## config.mk

```make
export PLATFORM = sky130hd
export DESIGN_NAME = windowed_trend_tracker_core
export DESIGN_NICKNAME = d
export VERILOG_FILES = /design/src/rtl/core/wtt_pkg.sv /design/src/rtl/core/windowed_trend_tracker_core.sv
export SDC_FILE = /design/constraint.sdc
export NUM_CORES = 2
export LEC_CHECK = 0
export BUFFER_PORTS_ARGS = -buffer_cell sky130_fd_sc_hd__buf_2
export CAP_MARGIN = 30
export CORE_MARGIN = 2
export CORE_UTILIZATION = 25
export DETAILED_ROUTE_END_ITERATION = 16
export RECOVER_POWER = 25
export SLEW_MARGIN = 20
export SYNTH_ARGS = -nofsm -noshare
export SYNTH_HDL_FRONTEND = slang
export SYNTH_SLANG_ARGS = --single-unit
```

## constraint.sdc

```tcl
create_clock -name clk_i -period 6 [get_ports clk_i]
set_input_delay 0.3 -clock clk_i [delete_from_list [all_inputs] [get_ports clk_i]]
set_output_delay 0.3 -clock clk_i [all_outputs]
set_load 0.02 [all_outputs]
```

## src/rtl/core/wtt_pkg.sv

```systemverilog
// ----------------------------------------------------------------------------
// wtt_pkg
// Shared types and codes of the windowed trend tracker.
// ----------------------------------------------------------------------------
package wtt_pkg;

  localparam int ChanW   = 4;
  localparam int KindW   = 2;
  localparam int SampleW = 16;
  localparam int TrendW  = 2;
  localparam int InDataW  = 24;  // channel + sample, byte padded
  localparam int OutDataW = 24;  // channel + trend + full + value, byte padded

  // sample kinds
  localparam logic [KindW-1:0] KIND_TEMP = 2'd0;
  localparam logic [KindW-1:0] KIND_HUM  = 2'd1;
  localparam logic [KindW-1:0] KIND_BATT = 2'd2;
  localparam logic [KindW-1:0] KIND_NONE = 2'd3;

  // trend codes
  localparam logic [TrendW-1:0] TREND_BLANK = 2'd0;
  localparam logic [TrendW-1:0] TREND_UP    = 2'd1;
  localparam logic [TrendW-1:0] TREND_DOWN  = 2'd2;
  localparam logic [TrendW-1:0] TREND_SAME  = 2'd3;

  typedef enum logic [3:0] {
    ST_IDLE,
    ST_META_RD,
    ST_META,
    ST_SUM,
    ST_MUL,
    ST_CMP,
    ST_DIV_INIT,
    ST_DIV,
    ST_DIV_FIX,
    ST_DONE
  } wtt_state_e;

endpackage

```

## src/rtl/core/windowed_trend_tracker_core.sv

```systemverilog
// ----------------------------------------------------------------------------
// windowed_trend_tracker_core
// Per-channel moving-average trend detector with a serial sum and divider.
// ----------------------------------------------------------------------------
//
//  channel   dir  tdata (low bit up)                              tuser
//  --------  ---  ----------------------------------------------  -----
//  s_axis    in   channel[3:0], sample[19:4], pad[23:20]          kind
//  m_axis    out  out_channel[3:0], trend[5:4], history_full[6],  -
//                 shown_value[22:7], pad[23]
//
//  One item at a time: ready stays low from an input transfer until the
//  result is loaded. With history held for the channel, a temperature or
//  humidity item sums the history and compares n times the sample with it; a
//  battery item sums it and shows the mean through the bit-serial restoring
//  divider. A first sample, kind three or an unknown channel skips the sum.
//  The history sum walks the history memory one entry per cycle through its
//  single read port.
//  Reset clears the state machine, the output valid and the per-channel valid
//  bits; history contents need no clearing since only filled slots are read.
//  A result waits in the output register while the next item is accepted;
//  the sequencer stalls only when a new result is ready and the old one is
//  still held.
//
module windowed_trend_tracker_core #(
  parameter int CHANNELS = 16,
  parameter int DEPTH    = 8
) (
  input  logic                             clk_i,
  input  logic                             rst_ni,
  input  logic                             s_axis_tvalid_i,
  output logic                             s_axis_tready_o,
  // [3:0] channel, [19:4] sample, [23:20] zero
  input  logic [wtt_pkg::InDataW-1:0]      s_axis_tdata_i,
  // [1:0] kind
  input  logic [wtt_pkg::KindW-1:0]        s_axis_tuser_i,
  output logic                             m_axis_tvalid_o,
  input  logic                             m_axis_tready_i,
  // [3:0] out_channel, [5:4] trend, [6] history_full, [22:7] shown_value, [23] zero
  output logic [wtt_pkg::OutDataW-1:0]     m_axis_tdata_o
);

  localparam int CW   = (CHANNELS > 1) ? $clog2(CHANNELS) : 1;  // channel index
  localparam int PW   = $clog2(DEPTH);                          // history slot
  localparam int NW   = $clog2(DEPTH + 1);                      // fill count
  localparam int SW   = wtt_pkg::SampleW + NW;                  // sum / product
  localparam int CNTW = $clog2(SW);                             // divider steps
  localparam int HIST_ENTRIES = CHANNELS * (1 << PW);

  // --------------------------------------------------------------------------
  // Storage
  // --------------------------------------------------------------------------
  logic signed [wtt_pkg::SampleW-1:0] hist_mem [HIST_ENTRIES];
  logic [NW-1:0]                      fill_mem [CHANNELS];
  logic [PW-1:0]                      head_mem [CHANNELS];
  logic [wtt_pkg::TrendW-1:0]         trend_mem [CHANNELS];
  logic                               full_mem [CHANNELS];
  logic [CHANNELS-1:0]                chan_vld_q;

  // --------------------------------------------------------------------------
  // Sequencer registers
  // --------------------------------------------------------------------------
  wtt_pkg::wtt_state_e state_q, state_d;

  logic [wtt_pkg::ChanW-1:0]          ch_q, ch_d;
  logic [wtt_pkg::KindW-1:0]          kind_q, kind_d;
  logic signed [wtt_pkg::SampleW-1:0] smp_q, smp_d;
  logic [NW-1:0]                      n_q, n_d;
  logic [PW-1:0]                      head_q, head_d;
  logic [wtt_pkg::TrendW-1:0]         trend_q, trend_d;
  logic                               full_q, full_d;
  logic                               upd_q, upd_d;
  logic signed [wtt_pkg::SampleW-1:0] shown_q, shown_d;
  logic signed [SW-1:0]               acc_q, acc_d;     // sum, then quotient
  logic signed [SW-1:0]               prod_q, prod_d;
  logic [NW-1:0]                      idx_q, idx_d;
  logic                               pend_q, pend_d;
  logic [NW-1:0]                      rem_q, rem_d;
  logic [CNTW-1:0]                    cnt_q, cnt_d;
  logic                               neg_q, neg_d;

  logic                               out_vld_q, out_vld_d;
  logic [wtt_pkg::OutDataW-1:0]       out_data_q, out_data_d;

  // memory read data
  logic signed [wtt_pkg::SampleW-1:0] hist_rd_q;
  logic [NW-1:0]                      fill_rd_q;
  logic [PW-1:0]                      head_rd_q;
  logic [wtt_pkg::TrendW-1:0]         trend_rd_q;
  logic                               full_rd_q;
  logic                               vld_rd_q;

  // memory control
  logic              hist_re, hist_we, meta_re, meta_we;
  logic [CW+PW-1:0]  hist_raddr, hist_waddr;
  logic [CW-1:0]     ch_idx;
  logic              ch_ok;
  logic [NW-1:0]     fill_wr;
  logic [PW-1:0]     head_wr;

  // divider step
  logic [NW:0]       div_shift;
  logic              div_ge;

  assign ch_idx = CW'(ch_q);
  assign ch_ok  = (32'(ch_q) < CHANNELS);

  assign div_shift = {rem_q, acc_q[SW-1]};
  assign div_ge    = (div_shift >= {1'b0, n_q});

  assign fill_wr = full_q ? n_q : n_q + NW'(1);
  assign head_wr = !full_q ? head_q :
                   (head_q == PW'(DEPTH - 1)) ? '0 : head_q + PW'(1);

  assign hist_waddr = {ch_idx, (full_q ? head_q : n_q[PW-1:0])};
  assign hist_raddr = {ch_idx, idx_q[PW-1:0]};

  assign s_axis_tready_o = (state_q == wtt_pkg::ST_IDLE);
  assign m_axis_tvalid_o = out_vld_q;
  assign m_axis_tdata_o  = out_data_q;

  // --------------------------------------------------------------------------
  // Next state and datapath
  // --------------------------------------------------------------------------
  always_comb begin
    state_d  = state_q;
    ch_d     = ch_q;
    kind_d   = kind_q;
    smp_d    = smp_q;
    n_d      = n_q;
    head_d   = head_q;
    trend_d  = trend_q;
    full_d   = full_q;
    upd_d    = upd_q;
    shown_d  = shown_q;
    acc_d    = acc_q;
    prod_d   = prod_q;
    idx_d    = idx_q;
    pend_d   = pend_q;
    rem_d    = rem_q;
    cnt_d    = cnt_q;
    neg_d    = neg_q;
    hist_re  = 1'b0;
    hist_we  = 1'b0;
    meta_re  = 1'b0;
    meta_we  = 1'b0;

    out_vld_d  = out_vld_q && !m_axis_tready_i;
    out_data_d = out_data_q;

    case (state_q)
      wtt_pkg::ST_IDLE: begin
        if (s_axis_tvalid_i) begin
          ch_d    = s_axis_tdata_i[wtt_pkg::ChanW-1:0];
          smp_d   = s_axis_tdata_i[wtt_pkg::ChanW +: wtt_pkg::SampleW];
          kind_d  = s_axis_tuser_i;
          state_d = wtt_pkg::ST_META_RD;
        end
      end

      wtt_pkg::ST_META_RD: begin
        meta_re = ch_ok;
        state_d = wtt_pkg::ST_META;
      end

      wtt_pkg::ST_META: begin
        shown_d = smp_q;
        acc_d   = '0;
        idx_d   = '0;
        pend_d  = 1'b0;
        if (!ch_ok) begin
          // out-of-range channel: pass the sample, blank status
          upd_d   = 1'b0;
          trend_d = wtt_pkg::TREND_BLANK;
          full_d  = 1'b0;
          state_d = wtt_pkg::ST_DONE;
        end else if (kind_q == wtt_pkg::KIND_NONE) begin
          // unused kind: report stored status, no update
          upd_d   = 1'b0;
          trend_d = vld_rd_q ? trend_rd_q : wtt_pkg::TREND_BLANK;
          full_d  = vld_rd_q && full_rd_q;
          state_d = wtt_pkg::ST_DONE;
        end else begin
          upd_d   = 1'b1;
          n_d     = vld_rd_q ? fill_rd_q : '0;
          head_d  = vld_rd_q ? head_rd_q : '0;
          trend_d = vld_rd_q ? trend_rd_q : wtt_pkg::TREND_BLANK;
          full_d  = vld_rd_q && (fill_rd_q == NW'(DEPTH));
          if (!vld_rd_q || fill_rd_q == '0) begin
            trend_d = wtt_pkg::TREND_BLANK;
            state_d = wtt_pkg::ST_DONE;
          end else begin
            state_d = wtt_pkg::ST_SUM;
          end
        end
      end

      // one history read per cycle, each added on the cycle after its read
      wtt_pkg::ST_SUM: begin
        if (pend_q) begin
          acc_d = acc_q + SW'(hist_rd_q);
        end
        if (idx_q != n_q) begin
          hist_re = 1'b1;
          idx_d   = idx_q + NW'(1);
          pend_d  = 1'b1;
        end else begin
          pend_d  = 1'b0;
          state_d = (kind_q == wtt_pkg::KIND_BATT) ? wtt_pkg::ST_DIV_INIT
                                                   : wtt_pkg::ST_MUL;
        end
      end

      wtt_pkg::ST_MUL: begin
        prod_d  = SW'(smp_q) * SW'($signed({1'b0, n_q}));
        state_d = wtt_pkg::ST_CMP;
      end

      wtt_pkg::ST_CMP: begin
        if (prod_q > acc_q) begin
          trend_d = wtt_pkg::TREND_UP;
        end else if (prod_q < acc_q) begin
          trend_d = wtt_pkg::TREND_DOWN;
        end else begin
          trend_d = wtt_pkg::TREND_SAME;
        end
        state_d = wtt_pkg::ST_DONE;
      end

      // divide |sum| by n, restoring, one quotient bit per cycle
      wtt_pkg::ST_DIV_INIT: begin
        neg_d   = acc_q[SW-1];
        acc_d   = acc_q[SW-1] ? -acc_q : acc_q;
        rem_d   = '0;
        cnt_d   = '0;
        state_d = wtt_pkg::ST_DIV;
      end

      wtt_pkg::ST_DIV: begin
        rem_d = div_ge ? NW'(div_shift - {1'b0, n_q}) : NW'(div_shift);
        acc_d = {acc_q[SW-2:0], div_ge};
        cnt_d = cnt_q + CNTW'(1);
        if (cnt_q == CNTW'(SW - 1)) begin
          state_d = wtt_pkg::ST_DIV_FIX;
        end
      end

      wtt_pkg::ST_DIV_FIX: begin
        shown_d = neg_q ? -acc_q[wtt_pkg::SampleW-1:0] : acc_q[wtt_pkg::SampleW-1:0];
        state_d = wtt_pkg::ST_DONE;
      end

      wtt_pkg::ST_DONE: begin
        if (!out_vld_q || m_axis_tready_i) begin
          hist_we    = upd_q;
          meta_we    = upd_q;
          out_vld_d  = 1'b1;
          out_data_d = {1'b0, shown_q, full_q, trend_q, ch_q};
          state_d    = wtt_pkg::ST_IDLE;
        end
      end

      default: begin
        state_d = wtt_pkg::ST_IDLE;
      end
    endcase
  end

  // --------------------------------------------------------------------------
  // Registers
  // --------------------------------------------------------------------------
  always_ff @(posedge clk_i or negedge rst_ni) begin
    if (!rst_ni) begin
      state_q    <= wtt_pkg::ST_IDLE;
      out_vld_q  <= 1'b0;
      chan_vld_q <= '0;
    end else begin
      state_q   <= state_d;
      out_vld_q <= out_vld_d;
      if (meta_we) begin
        chan_vld_q[ch_idx] <= 1'b1;
      end
    end
  end

  always_ff @(posedge clk_i) begin
    ch_q       <= ch_d;
    kind_q     <= kind_d;
    smp_q      <= smp_d;
    n_q        <= n_d;
    head_q     <= head_d;
    trend_q    <= trend_d;
    full_q     <= full_d;
    upd_q      <= upd_d;
    shown_q    <= shown_d;
    acc_q      <= acc_d;
    prod_q     <= prod_d;
    idx_q      <= idx_d;
    pend_q     <= pend_d;
    rem_q      <= rem_d;
    cnt_q      <= cnt_d;
    neg_q      <= neg_d;
    out_data_q <= out_data_d;
  end

  // history memory: one write port, one registered read port
  always_ff @(posedge clk_i) begin
    if (hist_we) begin
      hist_mem[hist_waddr] <= smp_q;
    end
    if (hist_re) begin
      hist_rd_q <= hist_mem[hist_raddr];
    end
  end

  // per-channel status memory
  always_ff @(posedge clk_i) begin
    if (meta_we) begin
      fill_mem[ch_idx]  <= fill_wr;
      head_mem[ch_idx]  <= head_wr;
      trend_mem[ch_idx] <= trend_q;
      full_mem[ch_idx]  <= full_q;
    end
    if (meta_re) begin
      fill_rd_q  <= fill_mem[ch_idx];
      head_rd_q  <= head_mem[ch_idx];
      trend_rd_q <= trend_mem[ch_idx];
      full_rd_q  <= full_mem[ch_idx];
      vld_rd_q   <= chan_vld_q[ch_idx];
    end
  end

endmodule

```

Yosys cells after proc, flatten, opt, wreduce, memory -nomap -nowiden

Memories as Yosys holds them, arrays and structs flattened. A register that Yosys moved wholly into a read port is not among the register bits.
Index checks and enable logic that the tools add are counted.

$add $sub $neg: 8
Multipliers: 1
Order comparisons: 5
Equality and inequality tests: 22
Muxes and demuxes: 44
Bitwise logic cells: 2
Reductions and logical operators: 24

Operator list:

| cell                                                | count |
|---|---|
| case mux 20 bit (4 select lines)                    | 1 |
| two-way mux 20 bit                                  | 2 |
| two-way mux 4 bit                                   | 9 |
| case mux 4 bit (9 select lines)                     | 1 |
| case mux 16 bit (2 select lines)                    | 1 |
| adder 20 x 16 -> 20 bit                             | 1 |
| greater-than comparator 20 bit                      | 1 |
| < comparator 20 bit                                 | 1 |
| multiplier 16 x 5 -> 20 bit                         | 1 |
| negator 20 bit                                      | 1 |
| equality test 4 x 3 -> 1 bit, second input constant | 4 |
| two-way mux 16 bit                                  | 1 |
| negator 16 bit                                      | 1 |
| bitwise OR 16 bit                                   | 1 |
| case mux 4 bit (2 select lines)                     | 2 |
| two-way mux 1 bit                                   | 14 |
| != test 2 bit, second input constant                | 7 |
| equality test 4 bit, second input constant          | 3 |
| two-way mux 2 bit                                   | 5 |
| case mux 5 bit (2 select lines)                     | 1 |
| AND reduction 2 bit                                 | 5 |
| two-way mux 3 bit                                   | 3 |
| adder 4 x 1 -> 4 bit, second input constant         | 2 |
| equality test 4 x 2 -> 1 bit, second input constant | 2 |
| other kinds (25)                                    | 36 |

Register bits after elaboration: 149
Bits in writable memories: 2208
Word-level logic and storage cells: 133
Memories kept: 5

Memories:

| memory    | depth | bits a word | read ports | clocked after memory_dff | wr ports | line                              | RTL |
|---|---|---|---|---|---|---|---|
| hist_mem  | 128   | 16          | 1          | 1                        | 1        | windowed_trend_tracker_core.sv:53 | `logic signed [wtt_pkg::SampleW-1:0] hist_mem [HIST_ENTRIES];` |
| fill_mem  | 16    | 4           | 1          | 1                        | 1        | windowed_trend_tracker_core.sv:54 | `logic [NW-1:0] fill_mem [CHANNELS];` |
| head_mem  | 16    | 3           | 1          | 1                        | 1        | windowed_trend_tracker_core.sv:55 | `logic [PW-1:0] head_mem [CHANNELS];` |
| trend_mem | 16    | 2           | 1          | 1                        | 1        | windowed_trend_tracker_core.sv:56 | `logic [wtt_pkg::TrendW-1:0] trend_mem [CHANNELS];` |
| full_mem  | 16    | 1           | 1          | 1                        | 1        | windowed_trend_tracker_core.sv:57 | `logic full_mem [CHANNELS];` |

Depth between registers and ports, before layout

Word-level depth: 6
Depth in mapped cells: 16

Worst setup path after synthesis

Ideal clock, no wire load.

Kind: register to register
Start: register smp_q[8] (netlist bit)
End: register prod_q[18], data pin
Setup time: 0.264 ns
Data arrival time: 4.909 ns
Data required time: 5.736 ns
Slack: 0.827 ns
Stages on the path, launching flop included: 14
Path buffers: 0
Cell sequence: edfxtp_1 -> and2_1 -> ha_1 -> fa_1 -> inv_1 -> fa_1 -> inv_1 -> ha_1 -> a21o_1 -> a21o_1 -> a2111oi_0 -> o31ai_1 -> a221oi_1 -> xnor2_1

Word-level cells in the longest chain between the ends: 1

RTL lines:

| item                        | line                               | RTL |
|---|---|---|
| from (decl)                 | windowed_trend_tracker_core.sv:67  | `logic signed [wtt_pkg::SampleW-1:0] smp_q, smp_d;` |
| from (signal assigned)      | windowed_trend_tracker_core.sv:289 | `smp_q <= smp_d;` |
| multiplier 16 x 5 -> 20 bit | windowed_trend_tracker_core.sv:215 | `prod_d = SW'(smp_q) * SW'($signed({1'b0, n_q}));` |
| to (signal assigned)        | windowed_trend_tracker_core.sv:297 | `prod_q <= prod_d;` |
| to (decl)                   | windowed_trend_tracker_core.sv:75  | `logic signed [SW-1:0] prod_q, prod_d;` |

Every way passes these cells.
A chain may end at the register's enable or synchronous reset.

Worst setup path in the final report

Start: register smp_q[0] (netlist bit)
End: register prod_q[16], data pin

Same word-level chain as after synthesis.

==> impl_metrics.prom <==
# TYPE chip_impl_metric gauge
chip_impl_info{name="hold_start",value="s_axis_tdata_i[3]"} 1
chip_impl_metric{name="postCtsSetupBuffers",unit=""} 0
chip_impl_metric{name="report.final.hold_viol_count",unit=""} 0
chip_impl_metric{name="synth_nets",unit=""} 5043
chip_impl_info{name="cpMaxStageDelayCell",value="clkbuf_1"} 1
chip_impl_metric{name="finClkSkew",unit="ns"} 0.0613
chip_impl_metric{name="netlist_area",unit="µm²"} 95700
chip_impl_metric{name="global_route.usage.met1",unit=""} 0.184
chip_impl_info{name="top_cell_type_by_total_area_after_synthesis",value="edfxtp_1"} 1
chip_impl_info{name="launch_point_of_the_worst_reg_to_reg_path",value="smp_q[0]"} 1
chip_impl_metric{name="synth.yosys.seq_area_share",unit=""} 0.746
chip_impl_metric{name="initial_core_util",unit=""} 0.251
chip_impl_metric{name="cts-resized-gates",unit=""} 0
chip_impl_metric{name="power_switching",unit="µW"} 15500
chip_impl_metric{name="cp_data_arrival_time",unit="ns"} 5.42
chip_impl_metric{name="grt_first_pass_wirelength",unit="µm"} 377000
chip_impl_metric{name="max_stage_delay",unit="ns"} 1.27
chip_impl_metric{name="final_nets",unit=""} 5412
chip_impl_metric{name="mean_syn_cell_area",unit="µm²"} 19.6
chip_impl_metric{name="critical_path.max_fanout",unit=""} 29
chip_impl_info{name="ys_top_cells_by_count",value="edfxtp_1 (2362), mux4_2 (493), nor2_1 (218)"} 1
chip_impl_metric{name="worst-endpoint-required",unit="ns"} 6.61
chip_impl_info{name="start_kind",value="flop"} 1
chip_impl_metric{name="final_util",unit=""} 0.293
chip_impl_metric{name="synth-async-reset-ratio",unit=""} 0.00881
chip_impl_info{name="min_delay_worst_endpoint",value="ch_idx[3]"} 1
chip_impl_metric{name="swShare",unit=""} 0.317
chip_impl_metric{name="first_pass_detailed_route_iteration_total",unit=""} 6
chip_impl_info{name="clock_tree.root_cell",value="clkbuf_16"} 1
chip_impl_metric{name="power-per-cell-area",unit="nW/µm²"} 436
chip_impl_info{name="synth.most_common_cell",value="edfxtp_1"} 1
chip_impl_metric{name="hold-path-cell-count",unit=""} 2
chip_impl_metric{name="seq_power_share",unit=""} 0.409
chip_impl_info{name="crit_chain",value="clkbuf_1 -> and2_1 -> ha_1 -> ha_1 -> ha_1 -> inv_1 -> fa_1 -> nor2b_1 -> o31a_1 -> o2111ai_1 -> a21oi_1 -> nor2_1 -> o311ai_0"} 1
chip_impl_metric{name="total_number_of_yosys_warnings",unit=""} 0
chip_impl_metric{name="worstRegToRegCells",unit=""} 13
chip_impl_metric{name="power.internal",unit="µW"} 33300
chip_impl_metric{name="cts_buffers",unit=""} 232
chip_impl_metric{name="globalRoute.totalOverflow",unit=""} 0
chip_impl_metric{name="drc",unit=""} 0
chip_impl_metric{name="final_antenna_net_count",unit=""} 0
chip_impl_metric{name="timing.reg2reg.setup_slack",unit="ns"} 1.19
chip_impl_metric{name="pin_count_of_the_biggest_net_entering_global_routing",unit=""} 94
chip_impl_metric{name="timing.final.max_slew_violations",unit=""} 753
chip_impl_metric{name="die_width",unit="µm"} 623
chip_impl_info{name="end_kind",value="flop"} 1
chip_impl_metric{name="num_rows",unit=""} 227
chip_impl_metric{name="irDropWorstVdd",unit="µV"} 323
chip_impl_info{name="rr_endpoint",value="prod_q[16]"} 1
chip_impl_metric{name="ios",unit=""} 56
chip_impl_info{name="grt_busiest_layer",value="met2"} 1
chip_impl_metric{name="fp.coreArea",unit="µm²"} 382000
chip_impl_metric{name="die_outline_area",unit="µm²"} 388000
chip_impl_info{name="rsz0062_at_grt",value="false"} 1
chip_impl_metric{name="fin_crit_sh",unit=""} 0.802
chip_impl_metric{name="viasPerCell",unit=""} 4.79
chip_impl_metric{name="power.share.combinational",unit=""} 0.286
chip_impl_metric{name="groute.layer.met3.usage",unit=""} 0.0276
chip_impl_info{name="yosys_most_used_dff",value="edfxtp_1"} 1
chip_impl_metric{name="drive_gt1_frac",unit=""} 0.217
chip_impl_metric{name="postRouteWirelength",unit="µm"} 267000
chip_impl_metric{name="finalSetupViolCount",unit=""} 0
chip_impl_metric{name="grt_pass1_vias",unit=""} 49600
chip_impl_metric{name="chipHeight",unit="µm"} 623
chip_impl_metric{name="initialDrtViolationCount",unit=""} 6558
chip_impl_info{name="failing_checks",value="capacitance limit, slew limit"} 1
chip_impl_metric{name="synthCells",unit=""} 4893
chip_impl_metric{name="cts_max_path_buffers",unit=""} 3
chip_impl_metric{name="clock.fmax",unit="GHz"} 0.208
chip_impl_metric{name="holdWs",unit="ns"} 0.168
chip_impl_metric{name="synth_largest_type_area_fraction",unit=""} 0.741
chip_impl_info{name="tritoncts",value="done"} 1
chip_impl_metric{name="met2_usage",unit=""} 0.212
chip_impl_metric{name="flow.area_growth_from_synthesis",unit="%"} 16.8
chip_impl_metric{name="relSlewSlack",unit=""} -1.47
chip_impl_metric{name="cts_max_level",unit=""} 4
chip_impl_metric{name="detailroute.via_count",unit=""} 50300
chip_impl_metric{name="placed_cells_incl_taps",unit=""} 10000
chip_impl_metric{name="finish.instance_area",unit="µm²"} 112000
chip_impl_info{name="synth_top_cells_by_area",value="edfxtp_1 (74%), mux4_2 (12%), mux2i_1 (2.2%)"} 1
chip_impl_metric{name="clk-insertion-delay-late",unit="ns"} 0.88
chip_impl_metric{name="clk_transition_reported_paths",unit="ns"} 0.06
chip_impl_metric{name="hold_buffers",unit=""} 27
chip_impl_metric{name="cellLeakagePower",unit="µW"} 0.0356
chip_impl_metric{name="grt_util_all_layers",unit=""} 0.134
chip_impl_metric{name="shortest_clock_period_the_worst_path_allows_after_layout",unit="ns"} 4.81
chip_impl_metric{name="replace_congestion",unit=""} 0.853
chip_impl_metric{name="tritoncts_num_sinks",unit=""} 2383
chip_impl_metric{name="portBuffers",unit=""} 50
chip_impl_info{name="min_path_type",value="input pin to flop"} 1
chip_impl_metric{name="initial_antenna_violation_count",unit=""} 26
chip_impl_metric{name="drt-wirelength-per-cell",unit="µm"} 25.4
chip_impl_metric{name="clock_power_share",unit=""} 0.305
chip_impl_info{name="outcome",value="complete, but fails checks"} 1
chip_impl_metric{name="place_area",unit="µm²"} 104000
chip_impl_metric{name="dp_hpwl",unit="µm"} 168000
chip_impl_metric{name="setup_tns",unit="ns"} 0
chip_impl_metric{name="synth-edff-count",unit=""} 2362
chip_impl_metric{name="ys_ff_latch",unit=""} 2383
chip_impl_metric{name="max_cap_viol_count",unit=""} 14
chip_impl_info{name="crit_type",value="flop to flop"} 1
chip_impl_info{name="critical_path.most_common_cell",value="ha_1"} 1
chip_impl_metric{name="finalNonFillerCells",unit=""} 10500
chip_impl_metric{name="worst-slew-pin-transition",unit="ns"} 3.70
chip_impl_metric{name="synth_cell_type_count",unit=""} 79
-- cell usage in the layout (no fill, tap or decap), types with 8 or more instances in the layout --
| cell type | instances |
|---|---|
| nand2_1 | 195 |
| clkinv_1 | 55 |
| o2111ai_1 | 10 |
| buf_12 | 27 |
| xnor2_1 | 59 |
| nor2b_1 | 18 |
| a22oi_1 | 143 |
| buf_4 | 242 |
| clkbuf_1 | 101 |
| and2_1 | 58 |
| mux2i_1 | 212 |
| ha_1 | 86 |
| a22o_1 | 8 |
| o22ai_1 | 19 |
| a221oi_1 | 14 |
| o21ai_0 | 58 |
| nand4_1 | 18 |
| o211ai_1 | 38 |
| a21o_1 | 24 |
| dlygate4sd3_1 | 26 |
| buf_2 | 26 |
| fa_1 | 34 |
| xor2_1 | 11 |
| a211oi_1 | 8 |
| clkinv_2 | 37 |
| mux4_2 | 493 |
| nor2_1 | 204 |
| inv_1 | 115 |
| a21oi_1 | 163 |
| nor2_2 | 10 |
| dfrtp_1 | 21 |
| clkbuf_16 | 233 |
| nand2b_1 | 27 |
| edfxtp_1 | 2362 |
| o31ai_1 | 8 |
| nor3_1 | 34 |
| nand3_1 | 62 |
| bufinv_16 | 31 |
-- per-layer routing --
metal  routed length (µm)  share of wire
met4                 9220          0.034
met1               109000           0.41
met2               124000           0.47
met5                   69        0.00026
met3                24600          0.092
-- power by group through the flow --
stage / registers (µW) / logic [µW] / clock network, µW
floorplan: 20300 / 8700 / 0
global placement: 20300 / 13700 / 0
detailed placement: 20300 / 13900 / 0
CTS: 19900 / 14000 / 15100
global route: 20000 / 14800 / 15700
finish: 20000 / 14000 / 14900
-- registers in the layout, indices dropped and copies added (netlist names), 20 cells and up --
register / count
fill_mem: 64
acc_q: 20
m_axis_tdata_o: 23
hist_mem: 2048
trend_mem: 32
prod_q: 20
head_mem: 48
-- cells by family (layout without fill, tap and decap cells) --
family / count (synthesis) / in the layout / share of synthesized area
AOI/OAI and AO/OA: 553 / 553 / 0.0385
xor gates and xnor gates: 71 / 71 / 0.00650
adders and majority gates: 120 / 120 / 0.0184
buffers and inverters: 360 / 929 / 0.0173
DFF: 2383 / 2383 / 0.746
muxes: 711 / 711 / 0.139
other: 1 / 7 / 0.0000392
and+or+nand+nor: 694 / 694 / 0.0340
-- per-stage QoR --
step / setup slack, ns / power, µW
after floorplan: 0.827 / 29000
after global routing: 0.829 / 50500
final: 1.19 / 48800
after global placement: 1.46 / 34000
after CTS: 1.59 / 49000
after detailed placement: 1.61 / 34200
-- how the worst max path moves through the flow --
stage | startpoint | to | slack (ns) | depth (start not counted)
final | smp_q[0] | prod_q[16] | 1.19 | 13
after global routing | smp_q[0] | prod_q[16] | 0.83 | 13
after CTS | n_q[2] | prod_q[17] | 1.59 | 13
after detailed placement | smp_q[5] | prod_q[17] | 1.61 | 14
after global placement | n_q[2] | prod_q[17] | 1.46 | 13
after floorplan | smp_q[8] | prod_q[18] | 0.83 | 13
-- final cells by class --
class	instances	area (µm²)
multi-input combinational	2150	22800
clock buffer	288	6070
antenna	6	15.0
inverter	117	442
timing repair buffer	378	3060
sequential	2383	71500
fill	37200	270000
tap	5038	6300
clock inverter	146	1710
-- critical path: cells and delay by family (launching register included) --
kind / cells / cell delay [ns]
AO/OA/AOI/OAI: 4 / 1.11
adder cells (fa/ha/maj): 4 / 1.18
buffers and inverters: 2 / 1.35
flip-flops: 1 / 0.34
AND/OR/NAND/NOR: 3 / 0.57
(Power assumes the default switching activity.)
